===== src/hdl/i2cdiv_pkg.sv =====
package i2cdiv_pkg;

	// Field widths fixed by the interface.
	localparam int unsigned CLK_W     = 32;
	localparam int unsigned RATE_W    = 28;
	localparam int unsigned MULT_W    = 2;
	localparam int unsigned DIDX_W    = 6;
	localparam int unsigned BASE_W    = 12;
	localparam int unsigned DIVISOR_W = 14;
	localparam int unsigned CNT_W     = 5;
	localparam int unsigned STEP_W    = 3;

	localparam logic [CLK_W-1:0]  MODULE_CLOCK_RESET = 32'd50000000;
	localparam logic [MULT_W-1:0] MULT_LAST          = 2'd2;
	localparam logic [DIDX_W-1:0] DIDX_LAST          = 6'd63;
	localparam logic [CNT_W-1:0]  CNT_LAST           = 5'd31;

	typedef logic [STEP_W-1:0] step_t;

	// Program addresses.
	localparam step_t STEP_IDLE = 3'd0;
	localparam step_t STEP_INIT = 3'd1;
	localparam step_t STEP_LOAD = 3'd2;
	localparam step_t STEP_DIV  = 3'd3;
	localparam step_t STEP_CMP  = 3'd4;
	localparam step_t STEP_ADV  = 3'd5;
	localparam step_t STEP_DONE = 3'd6;

	// Jump conditions; a true condition loads the target, otherwise the step advances.
	typedef enum logic [2:0] {
		COND_NEVER,
		COND_ALWAYS,
		COND_NO_START,
		COND_DIV_MORE,
		COND_PAIR_MORE
	} cond_t;

	// One control word of the program.
	typedef struct packed {
		logic  init;
		logic  load;
		logic  div_step;
		logic  update;
		logic  advance;
		logic  emit;
		cond_t cond;
		step_t target;
	} ctl_t;

	// The program itself.
	function automatic ctl_t ucode(input step_t step);
		ctl_t w;
		w = '0;
		w.cond = COND_NEVER;
		w.target = STEP_IDLE;
		case (step)
			STEP_IDLE: begin
				w.cond = COND_NO_START;
				w.target = STEP_IDLE;
			end
			STEP_INIT: begin
				w.init = 1'b1;
			end
			STEP_LOAD: begin
				w.load = 1'b1;
			end
			STEP_DIV: begin
				w.div_step = 1'b1;
				w.cond = COND_DIV_MORE;
				w.target = STEP_DIV;
			end
			STEP_CMP: begin
				w.update = 1'b1;
			end
			STEP_ADV: begin
				w.advance = 1'b1;
				w.cond = COND_PAIR_MORE;
				w.target = STEP_LOAD;
			end
			STEP_DONE: begin
				w.emit = 1'b1;
				w.cond = COND_ALWAYS;
				w.target = STEP_IDLE;
			end
			default: begin
				w.cond = COND_ALWAYS;
				w.target = STEP_IDLE;
			end
		endcase
		return w;
	endfunction

	// Base divider table, before the multiplier is applied.
	function automatic logic [BASE_W-1:0] div_base(input logic [DIDX_W-1:0] idx);
		logic [BASE_W-1:0] v;
		case (idx)
			6'd0:  v = 12'd20;   6'd1:  v = 12'd22;   6'd2:  v = 12'd24;   6'd3:  v = 12'd26;
			6'd4:  v = 12'd28;   6'd5:  v = 12'd30;   6'd6:  v = 12'd34;   6'd7:  v = 12'd40;
			6'd8:  v = 12'd28;   6'd9:  v = 12'd32;   6'd10: v = 12'd36;   6'd11: v = 12'd40;
			6'd12: v = 12'd44;   6'd13: v = 12'd48;   6'd14: v = 12'd56;   6'd15: v = 12'd68;
			6'd16: v = 12'd48;   6'd17: v = 12'd56;   6'd18: v = 12'd64;   6'd19: v = 12'd72;
			6'd20: v = 12'd80;   6'd21: v = 12'd88;   6'd22: v = 12'd104;  6'd23: v = 12'd128;
			6'd24: v = 12'd80;   6'd25: v = 12'd96;   6'd26: v = 12'd112;  6'd27: v = 12'd128;
			6'd28: v = 12'd144;  6'd29: v = 12'd160;  6'd30: v = 12'd192;  6'd31: v = 12'd240;
			6'd32: v = 12'd160;  6'd33: v = 12'd192;  6'd34: v = 12'd224;  6'd35: v = 12'd256;
			6'd36: v = 12'd288;  6'd37: v = 12'd320;  6'd38: v = 12'd384;  6'd39: v = 12'd480;
			6'd40: v = 12'd320;  6'd41: v = 12'd384;  6'd42: v = 12'd448;  6'd43: v = 12'd512;
			6'd44: v = 12'd576;  6'd45: v = 12'd640;  6'd46: v = 12'd768;  6'd47: v = 12'd960;
			6'd48: v = 12'd640;  6'd49: v = 12'd768;  6'd50: v = 12'd896;  6'd51: v = 12'd1024;
			6'd52: v = 12'd1152; 6'd53: v = 12'd1280; 6'd54: v = 12'd1536; 6'd55: v = 12'd1920;
			6'd56: v = 12'd1280; 6'd57: v = 12'd1536; 6'd58: v = 12'd1792; 6'd59: v = 12'd2048;
			6'd60: v = 12'd2304; 6'd61: v = 12'd2560; 6'd62: v = 12'd3072; 6'd63: v = 12'd3840;
			default: v = 12'd20;
		endcase
		return v;
	endfunction

endpackage


===== src/hdl/i2c_clock_divider_search_core.sv =====
// Serial clock divider search. Pulse start with desired_rate while busy is low; the block
// tries the multipliers x1, x2 and x4 against all 64 divider table entries, dividing
// module_clock by each product, and reports the pair with the smallest absolute rate
// error (the first one found on a tie). The result appears for exactly one cycle with
// done high and cannot be held off, so the receiver must take it then. An item runs
// from the accepting edge through one init step, 192 pairs and one done step, and
// the next item may be accepted the cycle after done: each of the 192 pairs runs the
// microcode program's load, 32 steps of the one-bit-per-cycle restoring divider,
// compare and advance.
// module_clock is written over the cfg_valid/cfg_ready channel while busy is low; it
// resets to 50 MHz.
module i2c_clock_divider_search_core (
	input  logic                               clk,
	input  logic                               arst_n,
	input  logic                               start,
	output logic                               busy,
	input  logic [i2cdiv_pkg::CLK_W-1:0]       desired_rate,
	input  logic                               cfg_valid,
	output logic                               cfg_ready,
	input  logic [i2cdiv_pkg::CLK_W-1:0]       cfg_data,
	output logic                               done,
	output logic [i2cdiv_pkg::MULT_W-1:0]      mult_index,
	output logic [i2cdiv_pkg::DIDX_W-1:0]      divider_index,
	output logic [i2cdiv_pkg::RATE_W-1:0]      achieved_rate,
	output logic [i2cdiv_pkg::CLK_W-1:0]       rate_error
);

	i2cdiv_pkg::step_t                  pc_q;
	i2cdiv_pkg::ctl_t                   ctl;
	logic                               take_jump;
	logic                               accept;
	logic [i2cdiv_pkg::CLK_W-1:0]       module_clock_q;
	logic [i2cdiv_pkg::CLK_W-1:0]       desired_q;
	logic [i2cdiv_pkg::MULT_W-1:0]      m_q;
	logic [i2cdiv_pkg::DIDX_W-1:0]      d_q;
	logic [i2cdiv_pkg::CNT_W-1:0]       cnt_q;
	logic [i2cdiv_pkg::DIVISOR_W-1:0]   divisor_q;
	logic [i2cdiv_pkg::DIVISOR_W-1:0]   rem_q;
	logic [i2cdiv_pkg::CLK_W-1:0]       quo_q;
	logic                               first_q;
	logic [i2cdiv_pkg::MULT_W-1:0]      best_m_q;
	logic [i2cdiv_pkg::DIDX_W-1:0]      best_d_q;
	logic [i2cdiv_pkg::RATE_W-1:0]      best_rate_q;
	logic [i2cdiv_pkg::CLK_W-1:0]       best_err_q;
	logic [i2cdiv_pkg::DIVISOR_W:0]     shifted;
	logic [i2cdiv_pkg::DIVISOR_W:0]     trial;
	logic                               fits;
	logic [i2cdiv_pkg::CLK_W-1:0]       rate_ext;
	logic [i2cdiv_pkg::CLK_W-1:0]       err;
	logic [i2cdiv_pkg::DIVISOR_W-1:0]   next_divisor;
	logic                               last_pair;

	// Control word of the current step.
	assign ctl       = i2cdiv_pkg::ucode(pc_q);
	assign busy      = (pc_q != i2cdiv_pkg::STEP_IDLE);
	assign accept    = start && !busy;
	assign cfg_ready = !busy;
	assign done      = ctl.emit;
	assign last_pair = (m_q == i2cdiv_pkg::MULT_LAST) && (d_q == i2cdiv_pkg::DIDX_LAST);

	// Jump condition select.
	always_comb begin
		case (ctl.cond)
			i2cdiv_pkg::COND_NEVER:     take_jump = 1'b0;
			i2cdiv_pkg::COND_ALWAYS:    take_jump = 1'b1;
			i2cdiv_pkg::COND_NO_START:  take_jump = !start;
			i2cdiv_pkg::COND_DIV_MORE:  take_jump = (cnt_q != i2cdiv_pkg::CNT_LAST);
			i2cdiv_pkg::COND_PAIR_MORE: take_jump = !last_pair;
			default:                    take_jump = 1'b1;
		endcase
	end

	// Step counter.
	always_ff @(posedge clk or negedge arst_n) begin
		if (!arst_n) begin
			pc_q <= i2cdiv_pkg::STEP_IDLE;
		end else if (take_jump) begin
			pc_q <= ctl.target;
		end else begin
			pc_q <= pc_q + i2cdiv_pkg::step_t'(1);
		end
	end

	// Configuration register.
	always_ff @(posedge clk or negedge arst_n) begin
		if (!arst_n) begin
			module_clock_q <= i2cdiv_pkg::MODULE_CLOCK_RESET;
		end else if (cfg_valid && cfg_ready) begin
			module_clock_q <= cfg_data;
		end
	end

	// Divisor for the current pair, and one restoring division step.
	assign next_divisor = {2'b00, i2cdiv_pkg::div_base(d_q)} << m_q;
	assign shifted      = {rem_q, quo_q[i2cdiv_pkg::CLK_W-1]};
	assign trial        = shifted - {1'b0, divisor_q};
	assign fits         = !trial[i2cdiv_pkg::DIVISOR_W];

	// Absolute error of the quotient just produced.
	assign rate_ext = {{(i2cdiv_pkg::CLK_W-i2cdiv_pkg::RATE_W){1'b0}},
		quo_q[i2cdiv_pkg::RATE_W-1:0]};
	assign err = (rate_ext >= desired_q) ? (rate_ext - desired_q) : (desired_q - rate_ext);

	// Pair indices, divider iteration count and the first-pair flag.
	always_ff @(posedge clk or negedge arst_n) begin
		if (!arst_n) begin
			m_q     <= '0;
			d_q     <= '0;
			cnt_q   <= '0;
			first_q <= 1'b0;
		end else begin
			if (ctl.init) begin
				m_q     <= '0;
				d_q     <= '0;
				first_q <= 1'b1;
			end
			if (ctl.load) begin
				cnt_q <= '0;
			end
			if (ctl.div_step) begin
				cnt_q <= cnt_q + i2cdiv_pkg::CNT_W'(1);
			end
			if (ctl.update) begin
				first_q <= 1'b0;
			end
			if (ctl.advance) begin
				d_q <= d_q + i2cdiv_pkg::DIDX_W'(1);
				if (d_q == i2cdiv_pkg::DIDX_LAST) begin
					m_q <= m_q + i2cdiv_pkg::MULT_W'(1);
				end
			end
		end
	end

	// Datapath: request capture, divider and best-so-far registers.
	always_ff @(posedge clk) begin
		if (accept) begin
			desired_q <= desired_rate;
		end
		if (ctl.load) begin
			divisor_q <= next_divisor;
			rem_q     <= '0;
			quo_q     <= module_clock_q;
		end
		if (ctl.div_step) begin
			rem_q <= fits ? trial[i2cdiv_pkg::DIVISOR_W-1:0] : shifted[i2cdiv_pkg::DIVISOR_W-1:0];
			quo_q <= {quo_q[i2cdiv_pkg::CLK_W-2:0], fits};
		end
		if (ctl.update && (first_q || (err < best_err_q))) begin
			best_m_q    <= m_q;
			best_d_q    <= d_q;
			best_rate_q <= quo_q[i2cdiv_pkg::RATE_W-1:0];
			best_err_q  <= err;
		end
	end

	// Result ports.
	assign mult_index    = best_m_q;
	assign divider_index = best_d_q;
	assign achieved_rate = best_rate_q;
	assign rate_error    = best_err_q;

`ifndef SYNTH
	function automatic logic [i2cdiv_pkg::CLK_W-1:0] rate_ext_best();
		return {{(i2cdiv_pkg::CLK_W-i2cdiv_pkg::RATE_W){1'b0}}, best_rate_q};
	endfunction

	// An accepted word starts the program.
	a_accept_runs: assert property (@(posedge clk) disable iff (!arst_n)
		accept |=> (pc_q == i2cdiv_pkg::STEP_INIT))
		else $error("accepted word did not start the program");

	// The result is only shown while the block is busy.
	a_done_busy: assert property (@(posedge clk) disable iff (!arst_n)
		done |-> busy)
		else $error("done while idle");

	// The multiplier code never leaves its range at the result.
	a_mult_range: assert property (@(posedge clk) disable iff (!arst_n)
		done |-> (mult_index != 2'd3))
		else $error("multiplier code out of range");

	// The reported error matches the reported rate.
	a_err_match: assert property (@(posedge clk) disable iff (!arst_n)
		done |-> (rate_error == ((rate_ext_best() >= desired_q) ?
			(rate_ext_best() - desired_q) : (desired_q - rate_ext_best()))))
		else $error("rate error does not match achieved rate");

	// The step counter stays inside the program.
	a_pc_range: assert property (@(posedge clk) disable iff (!arst_n)
		pc_q <= i2cdiv_pkg::STEP_DONE)
		else $error("step counter outside the program");
`endif

endmodule

===== config.mk =====
export PLATFORM = sky130hd
export DESIGN_NAME = i2c_clock_divider_search_core
export DESIGN_NICKNAME = d
export VERILOG_FILES = /design/src/hdl/i2cdiv_pkg.sv /design/src/hdl/i2c_clock_divider_search_core.sv
export SDC_FILE = /design/constraint.sdc
export NUM_CORES = 1
export LEC_CHECK = 0
export ABC_AREA = 1
export BUFFER_PORTS_ARGS = -buffer_cell sky130_fd_sc_hd__buf_4
export CORE_UTILIZATION = 35
export DETAILED_ROUTE_END_ITERATION = 16
export PLACE_DENSITY_LB_ADDON = 0.12
export SKIP_CTS_REPAIR_TIMING = 1
export SKIP_LAST_GASP = 1
export SYNTH_ARGS = -nofsm -noshare
export SYNTH_HDL_FRONTEND = slang
export SYNTH_SLANG_ARGS = --single-unit

===== constraint.sdc =====
create_clock -name clk -period 19.4 [get_ports clk]
set_input_delay 1.94 -clock clk [delete_from_list [all_inputs] [get_ports clk]]
set_output_delay 1.94 -clock clk [all_outputs]
set_load 0.02 [all_outputs]

[Word level (Yosys, flattened, before mapping)]
Memory sizes are Yosys's and may differ from the RTL's.
Cells that the tools add are included.
Widths: inputs -> output; s select.
Word-level totals
  register bits: 209
  bits in latches: 0
  bits in writable memories: 0
  ROM bits: 704
  bits of input ports: 68
  output and inout bits: 71
  logic and storage cells: 77
  memories: 1
Operators by class
  $add $sub $neg: 7
  $mul: 0
  div/mod/pow operators: 0
  order comparisons: 2
  equality and inequality tests: 12
  shift operators: 1
  muxes and demuxes: 24
  bitwise logic cells: 0
  reductions and logical operators: 16
Memories
  (no name shown): words 64, bits a word 11, rd ports 1, clocked after Yosys merged registers in 0, wr ports 0, line i2cdiv_pkg.sv:96  | case (idx)
Operators by type and width (number)
  $mux 32: 3
  $mux 14: 3
  $ge 28x32->1: 1
  $lt 32x32->1: 1
  $sub 28x32->32: 1
  $sub 32x28->32: 1
  $pmux 6 s4: 1
  $sub 15x14->15: 1
  $shl 12x2->14: 1
  $eq 3x2->1 const B: 4
  $eq 3x3->1 const B: 4
  $mux 6: 2
  $mux 5: 2
  $mux 1: 8
  $add 6x1->6 const B: 1
  $eq 6x6->1 const B: 1
  $logic_not 3->1: 2
  $mux 2: 3
  $reduce_bool 2->1: 3
  $add 5x1->5 const B: 1
  $ne 5x5->1 const B: 1
  $logic_and 1x1->1: 4
  $logic_not 1->1: 4
  $pmux 1 s4: 1
  other kinds (8): 8

[Longest topological paths before layout]
Gate-level depths: netlist of the first run.
  depth after elaboration: 6
  depth in mapped cells: 28
  depth with buffers taken out: 27

[Worst setup path before layout of the first run]
OpenSTA, ideal clock, no wires.
  path kind: reg-to-reg
  start: reg quo_q[0] (netlist name)
  end: reg best_rate_q (netlist bit achieved_rate[0]), enable pin
  setup time: 0.517 ns
  data arrival time: 6.212 ns
  required time: 18.883 ns
  path slack: 12.671 ns
  stages on the path, launching flop included: 28
  buffers on the path: 1
  path through: edfxtp_1 -> inv_1 -> ha_1 -> inv_1 -> fa_1 -> nand3_1 -> nand3_1 -> nand2_1 -> nand2_2 -> nand2_1 -> nand3_1 -> nand2_1 -> nand2_2 -> inv_2 -> buf_2 -> nand2_1 -> nand2_1 -> inv_1 -> ha_1 -> nand2_1 -> inv_1 -> o21ai_0 -> nand2_1 -> nand2_1 -> o211ai_1 -> a21oi_1 -> nand2_1 -> a21oi_1
On the way
  longest elaborated chain between the ends: 5
  elaborated cells between the ends (all ways): 7
  classes of those cells: add/sub: 2; order compare: 2; mux: 1; reduce/logical: 2
RTL lines
  start, declared: line i2c_clock_divider_search_core.sv:39  | logic [i2cdiv_pkg::CLK_W-1:0] quo_q;
  start signal, assigned: line i2c_clock_divider_search_core.sv:143  | quo_q <= module_clock_q;
  start signal, assigned: line i2c_clock_divider_search_core.sv:147  | quo_q <= {quo_q[i2cdiv_pkg::CLK_W-2:0], fits};
  $sub 32x28->32, or another cell as far along: line i2c_clock_divider_search_core.sv:102  | assign err = (rate_ext >= desired_q) ? (rate_ext - desired_q) : (desired_q - rate_ext);
  $mux 32 *: line i2c_clock_divider_search_core.sv:102
  via err, one bit: line i2c_clock_divider_search_core.sv:49  | logic [i2cdiv_pkg::CLK_W-1:0] err;
  $lt 32x32->1 *: line i2c_clock_divider_search_core.sv:149  | if (ctl.update && (first_q || (err < best_err_q))) begin
  $logic_or 1x1->1 *: line i2c_clock_divider_search_core.sv:149
  $logic_and 1x1->1 *: line i2c_clock_divider_search_core.sv:149
  end signal, assigned: line i2c_clock_divider_search_core.sv:152  | best_rate_q <= quo_q[i2cdiv_pkg::RATE_W-1:0];
  end, declared: line i2c_clock_divider_search_core.sv:43  | logic [i2cdiv_pkg::RATE_W-1:0] best_rate_q;
The timed path passes the listed nets; every way through them passes the cells marked *.
A chain may end at the register's enable or synchronous reset.

[Worst setup path after layout of the first run]
  start: reg quo_q[0] (netlist name)
  end: reg best_d_q (netlist bit divider_index[4]), enable pin
On the way
  longest elaborated chain between the ends: 5
  elaborated cells between the ends (all ways): 7
  classes of those cells: add/sub: 2; order compare: 2; mux: 1; reduce/logical: 2
RTL lines
  $sub 32x28->32, or another cell as far along: line i2c_clock_divider_search_core.sv:102
  $mux 32 *: line i2c_clock_divider_search_core.sv:102
  via err, one bit: line i2c_clock_divider_search_core.sv:49
  $lt 32x32->1 *: line i2c_clock_divider_search_core.sv:149
  $logic_or 1x1->1 *: line i2c_clock_divider_search_core.sv:149
  $logic_and 1x1->1 *: line i2c_clock_divider_search_core.sv:149
  end signal, assigned: line i2c_clock_divider_search_core.sv:151  | best_d_q <= d_q;
  end, declared: line i2c_clock_divider_search_core.sv:42  | logic [i2cdiv_pkg::DIDX_W-1:0] best_d_q;
Marked as above.

==> flow_metrics.tcl, run 1 <==
set metrics [dict create \
    run_status "completed" \
    p_switching_mw 0.1931 \
    clk_sink_count 208 \
    seq_area_frac_synth 0.4208 \
    drt_first_pass_iters 6 \
    path_buf_inv 6 \
    worst_setup_hold_path_clk_slew_ns 0.06 \
    setup_total_negative_slack_ns 0 \
    final-hold-violation-count 0 \
    timing.final.ws_setup_ns 14.36 \
    vias_in_the_first_global_route 11950 \
    gp_congestion 0.9134 \
    grt_overflow_total 0 \
    floorplan.core_area_mm2 0.04001 \
    grt_util_all_layers 0.1981 \
    sw_frac_of_total 0.2002 \
    grt_max_degree 64 \
    grt_pass1_wl_um 64210 \
    layout-area-overhead-vs-synth_pct 17.18 \
    pwr-share-seq 0.493 \
    power.total_mw 0.9644 \
    timing.max_slew.rel_slack 0.5339 \
    crit_required_ns 19.58 \
    ys_top_cells_by_area "edfxtp_1 (33%), nand2_1 (17%), ha_1 (10%)" \
    dr_total_vias 11930 \
    htree_num_levels 1 \
    final_layout_size_suffix_gt1_frac 0.1261 \
    route.antenna.remaining_nets 0 \
    place_worst_setup_slack_ns 14.36 \
    insertedDiodeCount 0 \
    dieArea_mm2 0.04166 \
    worst-path-max-fanout 30 \
    synth.distinct_cells 42 \
    worst_hold_slack_ns 0.4820 \
    worstSetupEndpointType "flop" \
    layout.cells.most_common_list "nand2_1 (630), inv_1 (359), edfxtp_1 (159)" \
    synth_largest_area_cell "edfxtp_1" \
    p_leak_nw 8.698 \
    multi_input_logic_area_mm2 0.006779 \
    timing.hold.worst.class "flop to flop" \
    die_width_um 204.1 \
    drt_iter0_markers 605 \
    routedWlPerCell_um 15.97 \
    antenna_violations_before_repair 0 \
    critical-path-top-cell-by-count "nand2_1" \
    timing.critical_path.from_type "flop" \
    tritoncts_buffers 25 \
    internal_power_mw 0.7713 \
    num-fill-cells 4193 \
    crit_slowest_cell "inv_2" \
    postSynthRegisterBits 208 \
    post_synth_inst_count 1860 \
    max_cap_violations 0 \
    syn_area_mm2 0.01430 \
    timing_worst_setup_path_type "flop to flop" \
    row_count 73 \
    final_nets 2188 \
    min_period_over_period 0.2599 \
    clock_latency_ns 0.54 \
    timing.critical_path.arrival_ns 5.22 \
    cts-root-to-sink-buffers 3 \
    grt_setup_unrepaired "false" \
    postLayoutCoreUtil 0.4187 \
    synth_area_per_cell_um2 7.686 \
    maxClockFrequency_ghz 0.1983 \
    yosysWarningCount 0 \
    power_per_unit_of_standard_cell_area_mw_per_mm2 57.57 \
    worst_path_largest_cell_delay_ns 0.53 \
    route.detailed.vias_per_inst 4.682 \
    cts.root.buffer_cell "clkbuf_16" \
    route.detailed.drc 0 \
    io_buffers 138 \
    synth_nets 2044 \
    initial_core_util 0.3574 \
    fin_clk_skew_ns 0.01235 \
    ios 139 \
    synth_top_area_frac 0.3340 \
    routed_wirelength_um 40690 \
    die_h_um 204.1 \
    timing_worst_slew_pin_value_ns 0.6991 \
    worst_path_dominant_cell_family "simple AND/OR/NAND/NOR gates" \
    clock_tree_from_tritoncts "built" \
    worst_voltage_drop_across_the_vdd_grid_mv 0.05545 \
    p_clk_frac 0.493 \
    period_needed_ns 5.042 \
    final_common_cell "nand2_1" \
    setup_viol 0 \
    regArea_mm2 0.006016 \
    final_slew_viol_count 0 \
    comb_power_share 0.014 \
    dp_hpwl_um 32780 \
]
==> metal layers <==
layer,wire length [um],global-route usage
met5,0,0
met4,653,0.04131
met1,18590,0.2561
met2,19600,0.3478
met3,1847,0.02982
==> final cells by class <==
class / count / area share
clock buffer: 31 / 0.04048
clock inverter: 15 / 0.009336
inverter: 365 / 0.08178
multi-input combinational: 1258 / 0.4047
sequential: 208 / 0.3591
tap: 525 / 0.03921
timing repair buffer: 146 / 0.06543
==> Yosys cell counts <==
| cell type | n |
|---|---|
| nand2_1 | 630 |
| inv_1 | 359 |
| edfxtp_1 | 159 |
| ha_1 | 114 |
| nor2_1 | 102 |
| nand3_1 | 100 |
| o21ai_0 | 78 |
| a21oi_1 | 77 |
| dfrtp_1 | 37 |
| mux2_2 | 32 |
| xor2_1 | 27 |
| nand4_1 | 23 |
| clkbuf_1 | 15 |
| nor3_1 | 14 |
| dfstp_2 | 12 |
| buf_2 | 9 |
| xnor2_1 | 9 |
| inv_2 | 6 |
| nand2_2 | 6 |
| o21a_1 | 5 |
| and2_1 | 4 |
| buf_6 | 4 |
| nand3b_1 | 4 |
| nor2_4 | 4 |
| a21o_1 | 3 |
| o21bai_1 | 3 |
| o22ai_1 | 3 |
| a21boi_1 | 2 |
| a31oi_1 | 2 |
| fa_1 | 2 |
| mux2i_1 | 2 |
| nor2_2 | 2 |
| or2_2 | 2 |
| a21boi_0 | 1 |
| a21oi_2 | 1 |
| a221oi_1 | 1 |
| a22oi_1 | 1 |
| buf_4 | 1 |
| nand2_4 | 1 |
| o211ai_1 | 1 |
| o21ai_1 | 1 |
| o21ai_2 | 1 |
==> flip-flops by register name, summed over array words and instances (netlist names), 3 cells and up <==
signal          cells
desired_q          32
rem_q              14
rate_error         32
achieved_rate      28
d_q                 6
divider_index       6
divisor_q          13
module_clock_q     32
pc_q                3
cnt_q               5
quo_q              32
==> final timing paths <==
kind | from | slack [ns] | cells past startpoint | to
worst max-delay path | quo_q[0]$_DFFE_PP_ | 14.36 | 27 | divider_index[4]$_DFFE_PP_
max in group asynchronous | arst_n | 17.48 | 1 | module_clock_q[26]$_DFFE_PN0P_
worst min register to register | quo_q[23]$_DFFE_PP_ | 0.48 | 0 | achieved_rate[23]$_DFFE_PP_
min in group asynchronous | arst_n | 1.43 | 1 | d_q[1]$_DFFE_PN0P_
worst min-delay path | quo_q[23]$_DFFE_PP_ | 0.48 | 0 | achieved_rate[23]$_DFFE_PP_
worst max register to register | quo_q[0]$_DFFE_PP_ | 14.36 | 27 | divider_index[4]$_DFFE_PP_
==> kinds of logic (layout without fill, tap and decap cells) <==
family,Yosys count,count (layout),synth area share
simple gates,892,892,0.2543
mux,34,34,0.02661
compound gates,180,180,0.06704
buf+inv,394,557,0.1066
xor+xnor,36,36,0.02206
flops,208,208,0.4208
fa+ha+maj,116,116,0.1026
==> power groups by stage <==
| stage | Clock, mW | Sequential [mW] | Combinational, mW |
|---|---|---|---|
| finish | 0.475 | 0.476 | 0.0137 |
| global route | 0.508 | 0.475 | 0.0148 |
| CTS | 0.490 | 0.476 | 0.0142 |
| detailed placement | 0 | 0.485 | 0.0142 |
| global placement | 0 | 0.485 | 0.0141 |
| floorplan | 0 | 0.485 | 0.0000780 |
==> stage by stage <==
stage | cell area, um2 | cells
4_1_cts | 16750 | 2548
3_3_place_gp | 15920 | 2502
2_1_floorplan | 14300 | 1860
6_report | 16750 | 2548
3_5_place_dp | 15920 | 2502
5_1_grt | 16750 | 2548
Note: power is estimated with default switching activity, not from simulation.
==> inputs of run 2 (changes only) <==
==> constraint.sdc (replaced) <==
create_clock -name clk -period 5.25 [get_ports clk]
set_input_delay 0.525 -clock clk [delete_from_list [all_inputs] [get_ports clk]]
set_output_delay 0.525 -clock clk [all_outputs]
set_load 0.02 [all_outputs]
==> flow_metrics.tcl, run 2 (synthesis gave the netlist of run 1 again) <==
set metrics [dict create \
    timing.hold.worst.class "input pin to async pin" \
    maxClockFrequency_ghz 0.2152 \
    min_period_over_period 0.8852 \
    drt_iter0_markers 676 \
    clock_tree_from_tritoncts "built" \
    layout-area-overhead-vs-synth_pct 16.63 \
    ios 139 \
    power_per_unit_of_standard_cell_area_mw_per_mm2 204.7 \
    grt_util_all_layers 0.1961 \
    vias_in_the_first_global_route 11930 \
    dieArea_mm2 0.04166 \
    grt_setup_unrepaired "false" \
    final_common_cell "nand2_1" \
    clock_latency_ns 0.54 \
    final_layout_size_suffix_gt1_frac 0.1246 \
    floorplan.core_area_mm2 0.04001 \
    period_needed_ns 4.647 \
    worstSetupEndpointType "flop" \
    worst_hold_slack_ns 0.03065 \
    clk_sink_count 208 \
    p_leak_nw 8.658 \
    timing_worst_slew_pin_value_ns 1.215 \
    crit_slowest_cell "buf_4" \
    route.antenna.remaining_nets 0 \
    insertedDiodeCount 0 \
    layout.cells.most_common_list "nand2_1 (630), inv_1 (359), edfxtp_1 (159)" \
    gp_congestion 0.9225 \
    io_buffers 138 \
    tritoncts_buffers 25 \
    grt_pass1_wl_um 63450 \
    grt_overflow_total 0 \
    final-hold-violation-count 0 \
    routed_wirelength_um 40300 \
    initial_core_util 0.3574 \
    max_cap_violations 0 \
    final_slew_viol_count 0 \
    worst-path-max-fanout 43 \
    timing.critical_path.arrival_ns 4.82 \
    cts-root-to-sink-buffers 3 \
    worst_setup_hold_path_clk_slew_ns 0.06 \
    row_count 73 \
    cts.root.buffer_cell "clkbuf_16" \
    die_h_um 204.1 \
    setup_total_negative_slack_ns 0 \
    route.detailed.drc 0 \
    htree_num_levels 1 \
    grt_max_degree 64 \
    critical-path-top-cell-by-count "nand2_1" \
    routedWlPerCell_um 15.82 \
    route.detailed.vias_per_inst 4.689 \
    dp_hpwl_um 32250 \
    worst_voltage_drop_across_the_vdd_grid_mv 0.2420 \
    setup_viol 0 \
    timing.critical_path.from_type "flop" \
    timing_worst_setup_path_type "flop to flop" \
    power.total_mw 3.412 \
    antenna_violations_before_repair 0 \
    timing.max_slew.rel_slack 0.1870 \
    fin_clk_skew_ns 0.01040 \
    worst_path_largest_cell_delay_ns 0.51 \
    drt_first_pass_iters 7 \
    crit_required_ns 5.42 \
    die_width_um 204.1 \
    run_status "completed" \
    final_nets 2188 \
    dr_total_vias 11950 \
]
run 2: cell types whose count changed in the layout (fill, tap and decap cells not counted):
cell       delta
clkbuf_1      +4
bufinv_16     -3
clkinv_1      -1
run 2: path summary, 6_finish.rpt:
path / endpoint / cells past startpoint / slack [ns] / from
setup / recovery: achieved_rate[11]$_DFFE_PP_ / 27 / 0.60 / quo_q[0]$_DFFE_PP_
hold / removal: d_q[0]$_DFFE_PN0P_ / 1 / 0.03 / arst_n
setup reg to reg: achieved_rate[11]$_DFFE_PP_ / 27 / 0.60 / quo_q[0]$_DFFE_PP_
hold reg to reg: achieved_rate[27]$_DFFE_PP_ / 0 / 0.48 / quo_q[27]$_DFFE_PP_
max in group asynchronous: module_clock_q[24]$_DFFE_PN0P_ / 1 / 4.73 / arst_n
min in group clk: desired_q[25]$_DFFE_PP_ / 1 / 0.16 / desired_rate[25]
run 2: final cells by class:
class	count	area (um2)
fill	4197	23330
timing repair buffer	146	1096
inverter	365	1370
clock inverter	11	62.56
multi-input combinational	1258	6779
tap	525	656.9
clock buffer	35	693.2
sequential	208	6016
run 2: per-layer routing:
| layer | global-route usage | routed length [um] | vias up |
|---|---|---|---|
| li1 | - | - | 6174 |
| met5 | 0 | 0 | - |
| met1 | 0.2554 | 18510 | 5514 |
| met2 | 0.3401 | 19310 | 216 |
| met4 | 0.05357 | 804 | 0 |
| met3 | 0.02423 | 1671 | 43 |
run 2: stage by stage:
| step | worst slack, ns | cell area (um2) | std cells | util |
|---|---|---|---|---|
| 3_3_place_gp | 0.6616 | 15920 | 2502 | 0.3979 |
| 6_report | 0.6029 | 16670 | 2548 | 0.4168 |
| 5_1_grt | 0.1707 | 16670 | 2548 | 0.4168 |
| 3_5_place_dp | 0.5803 | 15920 | 2502 | 0.3979 |
| 4_1_cts | 0.5638 | 16670 | 2548 | 0.4168 |
| 2_1_floorplan | 0.6277 | 14310 | 1860 | - |
run 2: critical path, delay by kind of cell (launching register included):
family,cells,cell delay (ns)
simple gates,14,1.28
buf+inv,6,1.17
fa+ha+maj,3,0.85
compound gates,4,0.52
flops,1,0.41
run 2: report_power, final:
part | total (mW) | internal [mW] | switching (mW)
registers | 1.76 | 1.76 | 0
clock network | 1.60 | 0.920 | 0.684
logic | 0.0505 | 0.0314 | 0.0191
